<file path="config.mk">
export PLATFORM = sky130hd
export DESIGN_NAME = tsdr_front
export DESIGN_NICKNAME = d
export VERILOG_FILES = /design/src/rtl/tsdr_pkg.sv /design/src/rtl/tsdr_front.sv
export SDC_FILE = /design/constraint.sdc
export NUM_CORES = 2
export LEC_CHECK = 0
export CAP_MARGIN = 15
export CORE_MARGIN = 2
export CORE_UTILIZATION = 65
export DETAILED_ROUTE_END_ITERATION = 8
export DONT_BUFFER_PORTS = 1
export GPL_ROUTABILITY_DRIVEN = 0
export MAX_ROUTING_LAYER = met4
export PLACE_DENSITY_LB_ADDON = 0.15
export SLEW_MARGIN = 20
export SYNTH_ARGS = -nofsm -noshare
export SYNTH_HDL_FRONTEND = slang
export SYNTH_SLANG_ARGS = --single-unit
</file>
<file path="constraint.sdc">
create_clock -name clk -period 30.7 [get_ports clk]
set_input_delay 4.605 -clock clk [delete_from_list [all_inputs] [get_ports clk]]
set_output_delay 4.605 -clock clk [all_outputs]
set_load 0.03 [all_outputs]
</file>
<file path="src/rtl/tsdr_pkg.sv">
// Package: shared types, constants and command codes for the triangle rasterizer.
`timescale 1ns / 1ps
package tsdr_pkg;

  localparam int DEF_SCREEN_WIDTH  = 128;
  localparam int DEF_SCREEN_HEIGHT = 64;
  localparam int DEF_ASPECT_RATIO  = 2;
  localparam int SCALE_Q16         = 58982;

  typedef enum logic [1:0] {
    CMD_CLEAR = 2'd0,
    CMD_DRAW  = 2'd1,
    CMD_READ  = 2'd2,
    CMD_NONE  = 2'd3
  } cmd_t;

  typedef struct packed {
    logic [1:0]         command;
    logic signed [15:0] ax;
    logic signed [15:0] ay;
    logic signed [15:0] az;
    logic signed [15:0] bx;
    logic signed [15:0] by;
    logic signed [15:0] bz;
    logic signed [15:0] cx;
    logic signed [15:0] cy;
    logic signed [15:0] cz;
    logic [3:0]         shade;
  } in_item_t;

  typedef struct packed {
    logic [3:0]         pixel_shade;
    logic signed [15:0] pixel_depth;
  } out_item_t;

  // Mapped Q.8 vertex: x, y and depth.
  typedef struct packed {
    logic signed [23:0] x;
    logic signed [23:0] y;
    logic signed [15:0] z;
  } vtx_t;

  // Classified job handed from front to back.
  typedef struct packed {
    logic [1:0]  kind;
    vtx_t        v0;
    vtx_t        v1;
    vtx_t        v2;
    logic [3:0]  shade;
    logic signed [15:0] rcol;
    logic signed [15:0] rrow;
  } job_t;

  typedef enum logic [1:0] {
    FS_IDLE = 2'd0,
    FS_MAP  = 2'd1,
    FS_SORT = 2'd2,
    FS_PUSH = 2'd3
  } front_state_t;

  typedef enum logic [3:0] {
    BS_IDLE   = 4'd0,
    BS_CLEAR  = 4'd1,
    BS_SETUP  = 4'd2,
    BS_DIVGO  = 4'd3,
    BS_DIVW   = 4'd4,
    BS_ROW    = 4'd5,
    BS_PIXRD  = 4'd6,
    BS_PIXWR  = 4'd7,
    BS_STEP   = 4'd8,
    BS_READ   = 4'd9,
    BS_READW  = 4'd10,
    BS_OUT    = 4'd11
  } back_state_t;

endpackage

</file>
<file path="src/rtl/tsdr_front.sv">
// Front part: accept commands, map and sort vertices, queue jobs for the back part.
`timescale 1ns / 1ps
module tsdr_front
  import tsdr_pkg::*;
#(
  parameter int SCREEN_HEIGHT = DEF_SCREEN_HEIGHT,
  parameter int ASPECT_RATIO  = DEF_ASPECT_RATIO
) (
  input  logic     clk,
  input  logic     rst,
  input  logic     start,
  input  in_item_t cmd_in,
  output logic     busy,
  output logic     q_valid,
  output job_t     q_job,
  input  logic     q_pop
);
  localparam int XS = SCREEN_HEIGHT * ASPECT_RATIO / 2;
  localparam int YS = SCREEN_HEIGHT / 2;
  localparam int QD = 2;

  front_state_t state, state_next;
  in_item_t     item;
  logic [1:0]   mcnt;
  vtx_t         vt [3];
  job_t         q_mem [QD];
  logic         wp, rp;
  logic [1:0]   fill;
  logic         push;

  // Map one coordinate: floor(v*S*0.9 in Q.16 / 2^22) + S*256.
  function automatic logic signed [23:0] map_c(input logic signed [15:0] v,
                                              input logic [15:0] s);
    logic signed [48:0] p;
    p = 49'(v) * $signed({1'b0, 16'(s) * 32'(SCALE_Q16)});
    return 24'(p >>> 22) + 24'(s) * 24'd256;
  endfunction

  logic signed [15:0] sx, sy, sz;
  always_comb begin
    case (mcnt)
      2'd0: begin sx = item.ax; sy = item.ay; sz = item.az; end
      2'd1: begin sx = item.bx; sy = item.by; sz = item.bz; end
      default: begin sx = item.cx; sy = item.cy; sz = item.cz; end
    endcase
  end

  // Front control.
  always_comb begin
    state_next = state;
    push = 1'b0;
    case (state)
      FS_IDLE: if (start) state_next = (start && cmd_in.command == CMD_DRAW) ? FS_MAP : FS_PUSH;
      FS_MAP:  if (mcnt == 2'd2) state_next = FS_SORT;
      FS_SORT: state_next = FS_PUSH;
      FS_PUSH: if (fill < 2'(QD)) begin
        push = 1'b1;
        state_next = FS_IDLE;
      end
      default: state_next = FS_IDLE;
    endcase
  end

  assign busy = (state != FS_IDLE);

  always_ff @(posedge clk) begin
    if (rst) begin
      state <= FS_IDLE;
    end else begin
      state <= state_next;
    end
  end

  // Capture the item, map one vertex a cycle, then sort by row.
  always_ff @(posedge clk) begin
    if (state == FS_IDLE && start) begin
      item <= cmd_in;
      mcnt <= 2'd0;
    end else if (state == FS_MAP) begin
      vt[mcnt].x <= map_c(sx, 16'(XS));
      vt[mcnt].y <= map_c(sy, 16'(YS));
      vt[mcnt].z <= sz;
      mcnt <= mcnt + 2'd1;
    end else if (state == FS_SORT) begin
      vtx_t a, b, c, t;
      a = vt[0]; b = vt[1]; c = vt[2];
      if (a.y > c.y) begin t = a; a = c; c = t; end
      if (b.y > c.y) begin t = b; b = c; c = t; end
      if (a.y > b.y) begin t = a; a = b; b = t; end
      vt[0] <= a; vt[1] <= b; vt[2] <= c;
    end
  end

  // Two-entry job queue.
  always_ff @(posedge clk) begin
    if (rst) begin
      wp <= 1'b0;
      rp <= 1'b0;
      fill <= 2'd0;
    end else begin
      if (push) begin
        wp <= ~wp;
      end
      if (q_pop) begin
        rp <= ~rp;
      end
      fill <= fill + 2'(push) - 2'(q_pop);
    end
  end

  always_ff @(posedge clk) begin
    if (push) begin
      q_mem[wp].kind  <= item.command;
      q_mem[wp].v0    <= vt[0];
      q_mem[wp].v1    <= vt[1];
      q_mem[wp].v2    <= vt[2];
      q_mem[wp].shade <= item.shade;
      q_mem[wp].rcol  <= item.ax;
      q_mem[wp].rrow  <= item.ay;
    end
  end

  assign q_valid = (fill != 2'd0);
  assign q_job   = q_mem[rp];
endmodule

</file>
# Word level (Yosys, flattened, before mapping)
# Memory sizes are Yosys's and may differ from the RTL's. A register that Yosys moved wholly into a read port is not among the register bits.
# Cells that the tools add are included.
dict set report classes {
  n_addsub 5
  multipliers 2
  div_mod_pow 0
  n_lt_le_gt_ge 4
  eq_ne 9
  shift 0
  mux 48
  bitwise 2
  reduce_logical 8
}
# op count
set ops {}
lappend ops {{64-bit 2-to-1 mux} 25}
lappend ops {{16-bit case mux with 2 select lines} 3}
lappend ops {{24-bit greater-than comparator} 3}
lappend ops {{16-bit by 16-bit multiplier with 32-bit output (second input constant)} 2}
lappend ops {{64-bit OR reduction} 1}
lappend ops {{17-bit by 16-bit adder with 18-bit output (second input constant)} 1}
lappend ops {{16-bit by 15-bit adder with 17-bit output (second input constant)} 1}
lappend ops {{1-bit 2-to-1 mux} 14}
lappend ops {{2-bit 2-to-1 mux} 5}
lappend ops {{2-bit case mux with 4 select lines} 1}
lappend ops {{2-bit by 1-bit == test with 1-bit output (second input constant)} 3}
lappend ops {{2-bit == test (second input constant)} 3}
lappend ops {{2-bit inequality test (second input constant)} 3}
lappend ops {{2-bit zero test} 2}
lappend ops {{2-bit nonzero test} 2}
lappend ops {{3-bit AND reduction} 1}
lappend ops {{2-bit by 1-bit adder with 2-bit output} 1}
lappend ops {{2-bit by 1-bit adder with 2-bit output (second input constant)} 1}
lappend ops {{1-bit logical AND} 2}
lappend ops {{2-bit less-than comparator (second input constant)} 1}
lappend ops {{1-bit NOT} 2}
lappend ops {{2-bit by 1-bit subtractor with 2-bit output} 1}
dict set report word_totals {
  ff_bits 158
  latch_bits 0
  mem_bits_rw 652
  rom_bits 0
  input_bits 154
  output_inout_bits 232
  elab_cells 96
  n_memories 2
}
# name depth word_bits read_ports rd_ports_with_merged_regs wr line
set mem_list {}
lappend mem_list {q_mem 2 230 1 1 1 tsdr_front.sv:26} ;# job_t q_mem [QD];
lappend mem_list {vt 3 64 3 0 3 tsdr_front.sv:25} ;# vtx_t vt [3];

# Logic depth before layout (Yosys ltp)
# An unclocked memory read counts as a cell.
dict set report logic_depth {
  depth_word 17
  mapped_depth 39
  ltp_nobuf 34
}

# Worst setup path before layout
# No wires, ideal clock.
dict set report synth_timing {
  path_kind {reg2reg}
  startpoint {reg state[0]}
  endpoint {mem q_mem[0][0] (netlist bit) (enable)}
  setup_time_ns 0.825
  arrival_ns 10.186
  required_time_ns 29.875
  slack_ns 19.689
  stages_incl_launch_ff 4
  path_buffers 0
  synth_period_minus_slack_ns 11.011
  path_cell_list {dfxtp_1 > ha_1 > nand2b_1 > nor2_1}
}
dict set report synth_via {
  elab_chain_len 4
}
# element line
set synth_lines {}
lappend synth_lines {{start, declared} tsdr_front.sv:22} ;# front_state_t state, state_next;
lappend synth_lines {{start signal, assigned} tsdr_front.sv:70} ;# state <= state_next;
lappend synth_lines {{2-bit == test} tsdr_front.sv:52} ;# case (state)
lappend synth_lines {{1-bit 2-to-1 mux} tsdr_front.sv:52}
lappend synth_lines {{1-bit 2-to-1 mux} tsdr_front.sv:112} ;# if (push) begin
lappend synth_lines {{1-bit 2-to-1 mux (implied by the code)} tsdr_front.sv:119} ;# q_mem[wp].rrow <= item.ay;
lappend synth_lines {{end, declared} tsdr_front.sv:26}
# No other way between the ends.

==> flow_summary.json <==
{
  "hold_viol": 0,
  "grt_pass1_vias": 28568,
  "drv.max_cap_violation_count": 0,
  "post_drt_wl_per_cell_um": 24.7,
  "path_delay_family": "buffers and inverters",
  "area_growth_pct": 7.92,
  "cp-end-kind": "flop",
  "port_buffers": 0,
  "path_class": "flop to flop",
  "dr_total_vias": 27784,
  "ys_seq_elements": 811,
  "dieArea_um2": 71400,
  "status": "finished, final reports clean",
  "grt.total_usage_pct": 31.0,
  "layout_commonest_cell": "edfxtp_1",
  "numCtsBuffers": 82,
  "hold_start": "item[149]$_DFFE_PP_",
  "min_period_over_period_pct": 39.0,
  "reg2reg_setup_slack_ns": 18.72,
  "multi_input_area_um2": 19000,
  "clockRootBuffer": "clkbuf_16",
  "reg2reg_depth": 32,
  "clock_skew_ns": 0.0256,
  "die_h_um": 267,
  "yosys.area.top_type_share_pct": 53.5,
  "initial_utilization_pct": 65.6,
  "slowest_delay_ns": 0.87,
  "worst_skew_pair.late_latency_ns": 0.65,
  "cp_common_cell": "buf_4",
  "yosys_warnings": 0,
  "setup_ws_ns": 18.72,
  "dpl.cell_count": 4190,
  "clock.fmax_mhz": 83.4,
  "ys_seq_area_share_pct": 53.9,
  "slowest_stage": "buf_4",
  "grt_pass1_wl_um": 163000,
  "ios": 386,
  "hp-class": "flop to flop",
  "r2r_start": "vt[0][39]$_DFFE_PP_",
  "die_x_um": 267,
  "wl_um": 107000,
  "synth_top_cell_by_area": "edfxtp_1",
  "final_layout_size_suffix_gt1_share_pct": 12.6,
  "hold_path_depth": 0,
  "reg2reg_to": "vt[1][37]$_DFFE_PP_",
  "async_flop_share_pct": 0,
  "final_cell_mix": "802 x edfxtp_1, 373 x nand2_1, 316 x inv_1, 300 x ha_1, 233 x mux2_2",
  "fin_area_um2": 48600,
  "pre_cts_ws_ns": 19.05,
  "worst_slew_pin_slew_ns": 1.12,
  "synth-main-ff-cell": "edfxtp_1",
  "slew_violations": 0,
  "syn_avg_cell_area_um2": 13.3,
  "cts-htree-levels": 3,
  "grt_max_degree": 169,
  "cts.path.max_buffers": 3,
  "firstDrtPassIters": 6,
  "synthTopCellsByArea": "edfxtp_1 53%, fa_1 8.6%, ha_1 8.4%, mux2_2 5.8%, nand2_1 3.1%",
  "critical_path_buf_inv_count": 6,
  "finalSetupViolCount": 0,
  "cts_tree": "yes",
  "post_cts_buffers": 0,
  "hold_buffers": 0,
  "synth_edf_count": 802,
  "gr-total-overflow": 0,
  "synthCells": 3388,
  "viasPerCell": 6.40,
  "netlist_area_um2": 45000,
  "path_max_fanout": 81,
  "setup_tns_ns": 0,
  "seqCellArea_um2": 24300,
  "final_nets": 3995,
  "drc": 0,
  "core_um2": 68600,
  "instances_no_fill": 4341,
  "antenna_left": 0,
  "rows": 96,
  "synth_fp_nets": 4039,
  "required_ns": 31.08,
  "dp_hpwl_um": 73500,
  "start_kind": "flop",
  "worstPathArrival_ns": 12.37,
  "antenna_found_initial": 3,
  "rsz0062_at_grt": "false",
  "post_cts_resized": 0,
  "place_area_um2": 45900,
  "synth.distinct_cells": 72,
  "cts_sinks": 811,
  "drtIter0Drc": 2481,
  "clk_pin_slew_ns": 0.06,
  "num-fill-cells": 4566,
  "holdPathEnd": "q_mem[1][229]$_DFFE_PP_",
  "timing.final.crit_period_ns": 11.98,
  "relSlewSlack_pct": 25.5
}
[worst max path at each step]
stage,slack [ns],depth (start not counted),endpoint,start
6_report,18.72,32,vt[1][37]$_DFFE_PP_,vt[0][39]$_DFFE_PP_
5_1_grt,18.06,34,vt[0][29]$_DFFE_PP_,vt[2][39]$_DFFE_PP_
4_1_cts,18.95,32,vt[1][37]$_DFFE_PP_,vt[0][39]$_DFFE_PP_
3_5_place_dp,19.05,32,vt[1][37]$_DFFE_PP_,vt[0][39]$_DFFE_PP_
3_3_place_gp,19.41,32,vt[1][36]$_DFFE_PP_,vt[0][39]$_DFFE_PP_
2_1_floorplan,19.69,3,q_mem[0][0]$_DFFE_PP_,state[0]$_SDFFE_PP0P_
[sequential cells by signal (all words and copies together), names as in the netlist, named ones only]
name   cells
fill       2
item     150
mcnt       2
q_mem    460
rp         1
state      2
vt       192
wp         1
[Yosys cell counts, types with 19 or more instances]
cell type / count
edfxtp_1: 802
nand2_1: 377
inv_1: 316
ha_1: 303
mux2_2: 233
fa_1: 194
a21oi_1: 141
clkbuf_1: 125
mux2i_1: 86
a221o_1: 83
nand3_1: 80
o21ai_0: 69
nor2_1: 58
xnor2_1: 51
a21o_1: 48
a22oi_1: 41
nand4_1: 31
o211ai_1: 31
and3_1: 29
and2_1: 26
a311o_1: 25
xor2_1: 24
mux2_4: 19
[logic make-up (layout without fill, tap and decap cells)]
group | Yosys count | after routing | share of synthesized area [%]
AOI/OAI and AO/OA | 532 | 532 | 8.51
buffers and inverters | 475 | 495 | 4.12
adders and majority gates | 497 | 497 | 17.0
other | 0 | 2 | 0
muxes | 338 | 338 | 8.37
and+or+nand+nor | 660 | 660 | 6.61
DFF | 811 | 811 | 53.9
xor gates and xnor gates | 75 | 75 | 1.46
[routing by layer]
| layer | track usage (%) | wire length (µm) | up-vias |
|---|---|---|---|
| met5 | - | 0 | - |
| met4 | 10.4 | 3460 | 0 |
| met3 | 6.14 | 9520 | 221 |
| met2 | 50.7 | 52900 | 1398 |
| met1 | 39.1 | 41300 | 13839 |
| li1 | - | - | 12326 |
[worst reg2reg max path: cells and delay by family, from the launching register on]
| family | cells | cell delay [ns] |
|---|---|---|
| buffers and inverters | 6 | 3.35 |
| and+or+nand+nor | 12 | 3.02 |
| AOI/OAI and AO/OA | 9 | 2.86 |
| adders and majority gates | 3 | 1.18 |
| muxes | 2 | 0.86 |
| DFF | 1 | 0.46 |
[area by class of cell]
cell class,instances,share of cell area (%)
antenna,2,0.0103
clock buffer,94,4.36
clock inverter,54,1.12
inverter,317,2.45
multi-input combinational,2102,39.2
sequential,811,49.9
tap,931,2.40
timing repair buffer,30,0.556
[metrics by stage]
stage / hold slack [ns] / util [%]
6_report: 0.446 / 70.8
5_1_grt: 0.457 / 70.8
4_1_cts: 0.449 / 70.8
3_5_place_dp: 0.436 / 66.9
3_3_place_gp: 0.422 / 66.9
2_1_floorplan: 0.421 / -
Power is left out: the tool's default activity adds up to more than one toggle a clock period on the data nets, which glitch-free logic cannot reach.
